[src/rtl/rmez_pkg.sv]
// ----------------------------------------------------------------------------
// rmez_pkg
// Shared widths, constants, sideband types and helper functions for the
// rotation matrix to zyx euler angle pipeline.
// ----------------------------------------------------------------------------
package rmez_pkg;

    // cordic datapath: q2.14 entries scaled by 2^14, plus headroom for gain
    localparam int D_W        = 34;
    // angle accumulator: radians times 2^30
    localparam int Z_W        = 34;
    localparam int GUARD_BITS = 14;
    localparam int ANGLE_W    = 16;
    localparam int ROT_W      = 16;
    localparam int TRANS_W    = 32;
    localparam int GAIN_W     = 32;
    localparam int Q_W        = Z_W - 16;

    localparam int CORDIC_STEPS_DEFAULT = 16;

    localparam int ATAN_DEPTH = 32;
    localparam int ATAN_IDX_W = $clog2(ATAN_DEPTH);

    localparam logic signed [Z_W-1:0] HALF_PI     = Z_W'(1686629713);
    localparam logic [GAIN_W-1:0]     INV_GAIN    = 32'd2608131496;
    localparam logic signed [Z_W:0]   ANGLE_ROUND = (Z_W+1)'(65536);
    localparam logic signed [Q_W-1:0] ANGLE_HI    = Q_W'(25736);
    localparam logic signed [Q_W-1:0] ANGLE_LO    = -ANGLE_HI;

    // atan(2^-i) * 2^30, truncated toward zero
    localparam logic [31:0] ATAN_TABLE [ATAN_DEPTH] = '{
        32'd843314856, 32'd497837829, 32'd263043836, 32'd133525158,
        32'd67021686,  32'd33543515,  32'd16775850,  32'd8388437,
        32'd4194282,   32'd2097149,   32'd1048575,   32'd524287,
        32'd262143,    32'd131071,    32'd65535,     32'd32767,
        32'd16383,     32'd8191,      32'd4095,      32'd2047,
        32'd1023,      32'd511,       32'd255,       32'd127,
        32'd63,        32'd31,        32'd15,        32'd7,
        32'd3,         32'd1,         32'd0,         32'd0
    };

    // sideband through the roll pass
    typedef struct packed {
        logic signed [ROT_W-1:0]   rot_00;
        logic signed [ROT_W-1:0]   rot_10;
        logic signed [ROT_W-1:0]   rot_20;
        logic signed [TRANS_W-1:0] trans_x;
        logic signed [TRANS_W-1:0] trans_y;
        logic signed [TRANS_W-1:0] trans_z;
    } side1_t;

    // sideband through the pitch and yaw pass
    typedef struct packed {
        logic signed [ANGLE_W-1:0] roll_angle;
        logic signed [TRANS_W-1:0] trans_x;
        logic signed [TRANS_W-1:0] trans_y;
        logic signed [TRANS_W-1:0] trans_z;
    } side2_t;

    function automatic logic signed [D_W-1:0] scale_entry(input logic signed [ROT_W-1:0] v);
        logic signed [D_W-1:0] ext;
        ext = D_W'(v);
        return ext <<< GUARD_BITS;
    endfunction

    // round half up to q3.13 and clamp to +-pi
    function automatic logic signed [ANGLE_W-1:0] angle_out(input logic signed [Z_W-1:0] z);
        logic signed [Z_W:0]   sum;
        logic signed [Q_W-1:0] q;
        sum = $signed({z[Z_W-1], z}) + ANGLE_ROUND;
        q   = $signed(sum[Z_W:17]);
        if (q > ANGLE_HI)
        begin
            q = ANGLE_HI;
        end
        else if (q < ANGLE_LO)
        begin
            q = ANGLE_LO;
        end
        return q[ANGLE_W-1:0];
    endfunction

endpackage

[src/rtl/rmez_gain_stage.sv]
// ----------------------------------------------------------------------------
// rmez_gain_stage
// Removes the cordic gain from the roll magnitude and rounds the roll
// angle; one register stage with its own valid.
// ----------------------------------------------------------------------------
module rmez_gain_stage #(
    parameter int SIDE_W = 1
) (
    input  logic                                clk,
    input  logic                                rst_n,
    input  logic                                in_valid,
    output logic                                in_ready,
    input  logic signed [rmez_pkg::D_W-1:0]     mag,
    input  logic signed [rmez_pkg::Z_W-1:0]     roll_z,
    input  logic [SIDE_W-1:0]                   in_side,
    output logic                                out_valid,
    input  logic                                out_ready,
    output logic [rmez_pkg::GAIN_W-1:0]         norm,
    output logic signed [rmez_pkg::ANGLE_W-1:0] roll_angle,
    output logic [SIDE_W-1:0]                   out_side
);

    logic                                valid_reg;
    logic [rmez_pkg::GAIN_W-1:0]         norm_reg;
    logic [rmez_pkg::GAIN_W-1:0]         norm_next;
    logic signed [rmez_pkg::ANGLE_W-1:0] roll_reg;
    logic [SIDE_W-1:0]                   side_reg;
    logic [rmez_pkg::GAIN_W-1:0]         mag_pos;
    logic [2*rmez_pkg::GAIN_W-1:0]       product;

    assign in_ready = !valid_reg || out_ready;

    // magnitude stays below 2^31, negative is clamped to zero
    always_comb
    begin
        mag_pos   = (mag > 0) ? mag[rmez_pkg::GAIN_W-1:0] : '0;
        product   = {{rmez_pkg::GAIN_W{1'b0}}, mag_pos}
                  * {{rmez_pkg::GAIN_W{1'b0}}, rmez_pkg::INV_GAIN};
        norm_next = product[2*rmez_pkg::GAIN_W-1:rmez_pkg::GAIN_W];
    end

    always_ff @(posedge clk or negedge rst_n)
    begin
        if (!rst_n)
        begin
            valid_reg <= 1'b0;
        end
        else if (in_ready)
        begin
            valid_reg <= in_valid;
        end
    end

    always_ff @(posedge clk)
    begin
        if (in_ready && in_valid)
        begin
            norm_reg <= norm_next;
            roll_reg <= rmez_pkg::angle_out(roll_z);
            side_reg <= in_side;
        end
    end

    assign out_valid  = valid_reg;
    assign norm       = norm_reg;
    assign roll_angle = roll_reg;
    assign out_side   = side_reg;

endmodule

[config.mk]
export PLATFORM = sky130hd
export DESIGN_NAME = rmez_gain_stage
export DESIGN_NICKNAME = d
export VERILOG_FILES = /design/src/rtl/rmez_pkg.sv /design/src/rtl/rmez_gain_stage.sv
export SDC_FILE = /design/constraint.sdc
export NUM_CORES = 1
export LEC_CHECK = 0
export ABC_AREA = 1
export BUFFER_PORTS_ARGS = -buffer_cell sky130_fd_sc_hd__buf_2
export CAP_MARGIN = 20
export CORE_ASPECT_RATIO = 0.8
export CORE_MARGIN = 2
export CORE_UTILIZATION = 45
export DETAILED_ROUTE_END_ITERATION = 8
export HOLD_SLACK_MARGIN = 0.05
export PLACE_DENSITY = 0.74
export REMOVE_ABC_BUFFERS = 1
export SYNTH_ARGS = -nofsm -noshare
export SYNTH_HDL_FRONTEND = slang
export SYNTH_SLANG_ARGS = --single-unit
[constraint.sdc]
create_clock -name clk -period 3.3 [get_ports clk]
set_clock_uncertainty 0.05 [all_clocks]
set_input_delay 0.495 -clock clk [delete_from_list [all_inputs] [get_ports clk]]
set_output_delay 0.495 -clock clk [all_outputs]
set_load 0.02 [all_outputs]
==> metrics, run 1 <==
status=finished, violations left; failing checks=negative setup slack; htree depth=2; Hold Vio Cnt, Final=0; Post-Synthesis Cells=2,565; Compound-Gate Fraction of Synth Area=0.04646; Max Cap Viol=0; detailed placement HPWL=61.10 mm; M1 WL=31.10 mm; layout cells sized above 1=0.3285; number of port buffers=107; final net count=4,031; CP startpoint kind=primary input; mux contribution to synthesized area=0; max FFs per register=32; Root Driver=clkbuf_16; post-placement cell area=0.02652 mm2; fmax=129.3 MHz; setup ws final=-4.431 ns; Post-Synth XOR/XNOR Area=0.008683; Tightest Pin Transition=0.3952 ns; Total GRT Usage=0.2890; WP data required=3.31 ns; clock sink count=50; most frequent CP cell=fa_1; core area=0.04856 mm2; Synth cell types=39; Worst Hold Class=in2reg; fin crit period=7.731 ns; largest net degree at the start of global routing=25; vias in the first global route=20.41k; clk buf depth=2; Critical Path Fanout Max=4; Routed Antenna Nets=0; first-pass GRT wire length=112.8 mm; met2 routed WL=32.74 mm; Simple-Gate Fraction of Synth Area=0.1158; CP max stage delay=0.59 ns; syn_area_per_cell=8.652 um2; number of antenna violations at the first check in global routing=2; largest cells by area after synthesis=fa_1, ha_1, inv_1; Rel. slew slack=0.7356; Synth Warn #=0; final instance area=0.02966 mm2; Initial Utilization=0.4570; Top Family by Delay on Critical Path=adder cells; TritonCTS Buffers=5; sequential fraction of the synthesis area=0.06743; Die Width=252.3 um; metal3 WL=7.635 mm; post-synthesis cell area=0.02219 mm2; CP Capture Type=register; Final period util=2.343; Adder-Cell Fraction of Synth Area=0.6115; RSZ-0062 raised after global routing=yes; DRC Markers=0; # diodes=0; vias post-DR=19.46k; DR iter-0 viols=1,716; Row Count=72; TritonCTS clock tree=yes; Layout area overhead=33.65%; wire per inst=19.65 um; drt first pass iters=5; GPL Wtd Cong=1.017; clk_lat worst skew=0.30 ns; Worst EP arrival=7.74 ns; die area=0.05112 mm2; worst path bufs/invs=11; Die Ht=202.6 um; Yosys reg bits=50; Yosys top cell area share=0.4114; grt total ovfl=0; Vias/cell=5.153; final slew viol count=0; Setup-failing EPs final=32; total length of routed wires=74.21 mm; Reg clk slew, reported paths=0.07 ns; Crit Path Class=in2reg; largest family of logic cells by synthesized area=adder cells; Crit-path slowest cell=fa_1; area leader, netlist=fa_1; boundary pin count=124; highest metal used=met5
cell families after synthesis:
group                      after synthesis
adders and majority gates              811
and+or+nand+nor                        616
xor gates and xnor gates                22
DFF                                     50
AOI/OAI and AO/OA                      182
buffers and inverters                  884
final timing paths:
| kind | slack, ns | from | endpoint | cells past startpoint |
|---|---|---|---|---|
| max | -4.43 | mag[7] | norm[27]$_DFFE_PP_ | 35 |
| min | 0.32 | in_side | out_side$_DFFE_PP_ | 1 |
| max reg2reg | 1.81 | out_valid$_DFFE_PN0N_ | roll_angle[11]$_SDFFCE_PP0P_ | 2 |
| min reg2reg | 0.54 | out_valid$_DFFE_PN0N_ | out_valid$_DFFE_PN0N_ | 2 |
| max in group asynchronous | 2.66 | rst_n | out_valid$_DFFE_PN0N_ | 2 |
| min in group asynchronous | 0.46 | rst_n | out_valid$_DFFE_PN0N_ | 2 |
final cells by class:
type                       instances  area [um2]
clock buffer                       5       125.1
fill                            3727       18900
multi-input combinational       1631       19480
sequential                        50        1496
clock inverter                     3       63.81
tap                              629       787.0
timing repair buffer             580        4350
inverter                         879        3352
cells in the final DEF, fill, tap and decap left out, types with 43 or more instances in the layout:
master and n:
nor2_1 97, fa_1 423, inv_1 806, inv_2 57
ha_4 50, ha_1 301, nand2_1 240, nand2_2 44
buf_6 43, nor2_2 59, buf_2 99, buf_4 429
edfxtp_1 49
cells in the mapped netlist (all sizes together):
cell type  instances
a21boi             5
a21o              15
a21oi             83
a31oi              6
and2               1
and3               1
buf                5
dfrtp              1
edfxtp            49
fa               456
ha               355
inv              879
nand2            302
nand3             71
nand3b             3
nand4             15
nor2             196
nor3              16
nor4               9
o211ai             2
o21a               1
o21ai             51
o21bai            18
o31ai              1
or2                2
xnor2              7
xor2              15
per-stage QoR:
step	TNS, ns	utilization	worst slack, ns	std cells	hold slack (ns)
final	-137.85	0.6108	-4.431	3777	0.3186
after global routing	-143.08	0.6108	-4.593	3777	0.3125
after CTS	-134.77	0.5872	-4.313	3737	0.3179
after detailed placement	-158.30	0.5462	-5.187	3699	0.2228
after global placement	-159.13	0.5462	-5.271	3699	0.2192
after floorplan	-141.47	-	-4.337	2560	0.1494
layer usage:
metal | vias to the layer above | global-route usage
met5 | - | 0
met1 | 9595 | 0.4161
met2 | 929 | 0.4455
li1 | 8758 | -
met3 | 176 | 0.06000
met4 | 4 | 0.07354
timing repair:
item / in CTS / in global routing
endpoints found under the hold margin: 1 / 0
gates resized for setup: 403 / 224
pin swaps: 140 / 147
setup endpoints to repair: 32 / 32
hold buffers: 1 / 0
setup buffers: 29 / 40
Power of run 1 is left out: the tool's default activity adds up to more than one toggle a clock period on the data nets, which glitch-free logic cannot reach.
==> run 2: changes to the inputs <==
==> constraint.sdc (replaced) <==
create_clock -name clk -period 3.3 [get_ports clk]
set_clock_uncertainty 0.05 [all_clocks]
set_input_delay 0 -clock clk [delete_from_list [all_inputs] [get_ports clk]]
set_output_delay 0 -clock clk [all_outputs]
set_load 0.02 [all_outputs]
==> run 2 against run 1 <==
  * The run still ends with negative setup slack left
  * Sequential share of layout area shrank 0.058 points
  * Utilization grew 0.71 points
  * Final area rose by 1.2%
  * Die area did not move
  * Via count up 3.1%
  * Count of clock-buffer cells in the layout is 1 higher
  * Sequential cell count is the same
  * Final cell count rose by 0.16%
  * Register-to-register slack got worse by 0.25 ns
  * Critical path depth down 3
  * Largest cell class unchanged
==> metrics, run 2 (same netlist as run 1, synthesis figures left out) <==
status=finished, violations left; failing checks=negative setup slack; largest net degree at the start of global routing=30 (+20%); Row Count=72 (unchanged); # fillers=3,612 (-3.1%); Layout area overhead=35.19%; post-placement cell area=0.02659 mm2 (+0.26%); first-pass GRT wire length=116.8 mm (+3.5%); detailed placement HPWL=60.90 mm (-0.32%); CP Capture Type=register; Routed Antenna Nets=0 (unchanged); Vias/cell=5.304 (+2.9%); Top Family by Delay on Critical Path=adder cells; Die Width=252.3 um (unchanged); Die Ht=202.6 um (unchanged); final slew viol count=0 (unchanged); Hold Vio Cnt, Final=0 (unchanged); die area=0.05112 mm2 (unchanged); Total GRT Usage=0.3011 (+0.01214); hold path startpoint=roll_z[19]; Max Cap Viol=0 (unchanged); Crit Reg-Reg Startpoint=out_valid$_DFFE_PN0N_; reg2reg end=roll_angle[9]$_SDFFCE_PP0P_; layout cells sized above 1=0.3419 (+0.01343); worst hold path endpoint=roll_angle[2]$_SDFFCE_PP0P_; GPL Wtd Cong=1.078 (+6.0%); most common cell after layout, fill and taps aside=inv_1; final net count=4,036 (+0.12%); TritonCTS Buffers=5 (unchanged); Crit-path slowest cell=fa_2; vias post-DR=20.06k (+3.1%); setup ws final=-3.913 ns (+0.5188 ns); Setup-failing EPs final=32 (unchanged); CP startpoint kind=primary input; R2R setup slack=1.56 ns (-0.25 ns); hold depth=3 (+2); critical path startpoint=mag[21]; Crit Path Class=in2reg; RSZ-0062 raised after global routing=yes; DRC Markers=0 (unchanged); Tightest Pin Transition=0.7348 ns (+0.3397 ns); worst reg2reg path depth=2 (unchanged); max FFs per register=32 (unchanged); vias in the first global route=21.42k (+4.9%); total length of routed wires=79.48 mm (+7.1%); Final period util=2.186 (-0.1572); fmax=138.6 MHz (+7.2%); DR iter-0 viols=1,666 (-2.9%); Root Driver=clkbuf_16; Critical Path Fanout Max=4 (unchanged); fin crit period=7.213 ns (-0.5188 ns); htree depth=2 (unchanged); number of antenna violations at the first check in global routing=1 (-1); Worst Hold Class=in2reg; TritonCTS clock tree=yes; core area=0.04856 mm2 (unchanged); worst path bufs/invs=11 (unchanged); clock sink count=50 (unchanged); clk_lat worst skew=0.30 ns (about the same); Worst EP arrival=7.29 ns (-0.45 ns); drt first pass iters=5 (unchanged); Initial Utilization=0.4570 (unchanged); boundary pin count=124 (unchanged); grt total ovfl=0 (unchanged); number of port buffers=107 (unchanged); Rel. slew slack=0.5090 (-0.2266); wire per inst=21.01 um (+6.9%); highest-count cells in the layout ignoring fill and taps=inv_1, buf_4, fa_1; Reg clk slew, reported paths=0.08 ns (about the same); CP max stage delay=0.59 ns (about the same); most frequent CP cell=fa_1; final instance area=0.03000 mm2 (+1.2%); WP data required=3.37 ns (+0.06 ns); clk buf depth=2 (unchanged)
==> run 2: final cells by class <==
type / instances / area [um2] / area share
antenna: 1 / 2.502 / 0.00008341
clock buffer: 6 / 128.9 / 0.004296
clock inverter: 2 / 17.52 / 0.0005839
inverter: 879 / 3342 / 0.1114
multi-input combinational: 1631 / 19760 / 0.6586
sequential: 50 / 1496 / 0.04988
tap: 629 / 787.0 / 0.02623
timing repair buffer: 585 / 4467 / 0.1489
==> run 2: routing by layer <==
metal	vias up	wire length, um	global-route usage
met2	1176	35030	0.4716
met5	-	94	0.01429
met4	2	4675	0.09721
li1	8788	-	-
met3	331	9158	0.09641
met1	9767	30520	0.3959
==> run 2: worst max path at each step <==
stage                     slack, ns  cells after the start            endpoint
after floorplan               -3.84                     30  norm[25]$_DFFE_PP_
after global placement        -4.47                     31  norm[25]$_DFFE_PP_
after detailed placement      -4.36                     31  norm[25]$_DFFE_PP_
after CTS                     -3.55                     33  norm[25]$_DFFE_PP_
after global routing          -4.07                     34  norm[13]$_DFFE_PP_
final                         -3.91                     32  norm[13]$_DFFE_PP_
==> run 2: metrics by stage <==
stage / utilization / setup TNS [ns] / instances / setup WS [ns] / hold slack, ns
6_report: 0.6179 / -120.92 / 3783 / -3.913 / 0.06702
5_1_grt: 0.6178 / -125.20 / 3782 / -4.072 / 0.1242
4_1_cts: 0.5982 / -109.80 / 3755 / -3.547 / 0.06777
3_5_place_dp: 0.5476 / -134.30 / 3700 / -4.357 / -0.2689
3_3_place_gp: 0.5476 / -135.14 / 3700 / -4.472 / -0.2750
2_1_floorplan: - / -124.64 / 2560 / -3.842 / -0.3456
==> run 2: repair_timing <==
action	CTS	global route
hold buffers	5	0
hold endpoints to repair	3	0
pin swaps	171	149
cloned	1	0
buffers inserted	42	27
gates resized for setup	464	220
endpoints found under the setup margin	32	32
==> run 2: worst min-delay path, cell delays in order <==
cell and delay, ns:
buf_2 0.12, xor2_1 0.09, nor2_1 0.09
Power of run 2 is left out for the same reason.
==> run 3: changes to the inputs <==
--- a/config.mk
+++ b/config.mk
@@ -18,3 +18,4 @@
 export SYNTH_ARGS = -nofsm -noshare
 export SYNTH_HDL_FRONTEND = slang
 export SYNTH_SLANG_ARGS = --single-unit
+export TNS_END_PERCENT = 1
==> run 3 against run 2 <==
  * The run still ends with negative setup slack left
  * Critical path type unchanged
  * Sequential share of layout area up 0.53 points
  * Final area down 9.6%
  * Non-clock buffer count down 67
  * Count of clock-buffer cells in the layout unchanged
  * Maximum frequency up 0.62%
  * Die area unchanged
==> metrics, run 3 (same netlist as run 1, synthesis figures left out) <==
status=finished, violations left; failing checks=negative setup slack; TritonCTS clock tree=yes; clock sink count=50 (unchanged); drt first pass iters=6 (+1); vias in the first global route=20.01k (-6.6%); TritonCTS Buffers=5 (unchanged); RSZ-0062 raised after global routing=yes; setup ws final=-3.868 ns (+0.04440 ns); clk_lat worst skew=0.30 ns (about the same); Placed Instances=3,700 (unchanged); Final period util=2.172 (-0.01345); Die Width=252.3 um (unchanged); clk buf depth=2 (unchanged); number of antenna violations at the first check in global routing=1 (unchanged); Hold Vio Cnt, Final=0 (unchanged); Setup-failing EPs final=32 (unchanged); Reg clk slew, reported paths=0.07 ns (about the same); Total GRT Usage=0.2757 (-0.02535); first-pass GRT wire length=107.3 mm (-8.1%); GPL Wtd Cong=1.078 (unchanged); layout cells sized above 1=0.2009 (-0.1410); Critical Path Fanout Max=10 (+6); DR iter-0 viols=1,476 (-11%); vias post-DR=18.50k (-7.8%); largest net degree at the start of global routing=30 (unchanged); Crit-path slowest cell=fa_2; Top Family by Delay on Critical Path=adder cells; core area=0.04856 mm2 (unchanged); Worst Hold Class=in2reg; Max Cap Viol=0 (unchanged); met2 routed WL=28.07 mm (-20%); CP max stage delay=0.62 ns (+0.03 ns); Die Ht=202.6 um (unchanged); die area=0.05112 mm2 (unchanged); final net count=3,969 (-1.7%); grt total ovfl=0 (unchanged); highest metal used=met5; worst path bufs/invs=12 (+1); htree depth=2 (unchanged); fin crit period=7.168 ns (-0.04440 ns); CP startpoint kind=primary input; Worst EP arrival=7.16 ns (-0.13 ns); highest-count cells in the layout ignoring fill and taps=inv_1, fa_1, buf_4; fin cells=3,716 (-1.8%); detailed placement HPWL=60.90 mm (unchanged); total length of routed wires=66.99 mm (-16%); boundary pin count=124 (unchanged); final instance area=0.02713 mm2 (-9.6%); Root Driver=clkbuf_16; DRC Markers=0 (unchanged); WP data required=3.29 ns (-0.08 ns); metal3 WL=7.718 mm (-16%); Initial Utilization=0.4570 (unchanged); max FFs per register=32 (unchanged); Rel. slew slack=0.5052 (-0.003779); wire per inst=18.03 um (-14%); post-placement cell area=0.02659 mm2 (unchanged); CP Capture Type=register; Layout area overhead=22.24%; Row Count=72 (unchanged); M1 WL=29.13 mm (-4.6%); Routed Antenna Nets=0 (unchanged); Tightest Pin Transition=0.7405 ns (+0.005656 ns); Crit Path Class=in2reg; fmax=139.5 MHz (+0.62%); most common cell after layout, fill and taps aside=inv_1; number of port buffers=107 (unchanged); Setup TNS=-120.80 ns (+0.1190 ns); final slew viol count=0 (unchanged); Vias/cell=4.979 (-6.1%)
==> run 3: changes by cell type in the layout (fill, tap and decap cells not counted), moves of 41 or more <==
cell     previous run  this run
nor2_1             95       168
ha_4               65         8
buf_6              42         1
inv_2              89        15
inv_1             776       862
ha_1              285       343
nor2_4             50         5
nand2_1           243       293
==> run 3: worst paths after layout <==
kind	startpoint	endpoint	slack [ns]	cells after the start
worst max-delay path	mag[16]	norm[20]$_DFFE_PP_	-3.87	33
worst min-delay path	roll_z[19]	roll_angle[2]$_SDFFCE_PP0P_	0.07	3
worst max register to register	out_valid$_DFFE_PN0N_	roll_angle[4]$_SDFFCE_PP0P_	1.57	2
worst min register to register	out_valid$_DFFE_PN0N_	norm[13]$_DFFE_PP_	0.79	1
max in group asynchronous	rst_n	out_valid$_DFFE_PN0N_	2.54	3
min in group asynchronous	rst_n	out_valid$_DFFE_PN0N_	0.55	3
==> run 3: what timing repair did <==
item	CTS	global route
gates resized for setup	60	39
endpoints found under the setup margin	32	32
hold buffers	5	0
hold endpoints to repair	3	0
gates cloned	0	0
pin swaps	9	0
buffers inserted	1	1
==> run 3: stage by stage <==
stage	util	setup slack, ns	hold slack (ns)
global route	0.5586	-4.216	0.1242
finish	0.5586	-3.868	0.06674
global placement	0.5476	-4.472	-0.2750
floorplan	-	-3.842	-0.3456
detailed placement	0.5476	-4.357	-0.2689
CTS	0.5557	-3.719	0.06777
==> run 3: per-layer routing <==
layer | up-vias | track usage
met3 | 130 | 0.09026
met5 | - | 0.01429
met1 | 8952 | 0.3870
li1 | 8630 | -
met2 | 787 | 0.4097
met4 | 4 | 0.07164
==> run 3: worst register-to-register path: cells and delay by family (launching register included) <==
kind                   cells  cell delay (ns)
AO/OA/AOI/OAI              1             0.63
flip-flops                 1             0.43
buffers and inverters      1             0.30
==> run 3: cell type report <==
type,instances,area [um2]
Sequential cell,50,1496
Inverter,879,3307
Clock inverter,2,17.52
Clock buffer,6,128.9
Fill cell,4245,21430
Tap cell,629,787.0
Timing Repair Buffer,518,3700
Antenna cell,1,2.502
Multi-Input combinational cell,1631,17690
Power of run 3 is left out for the same reason.
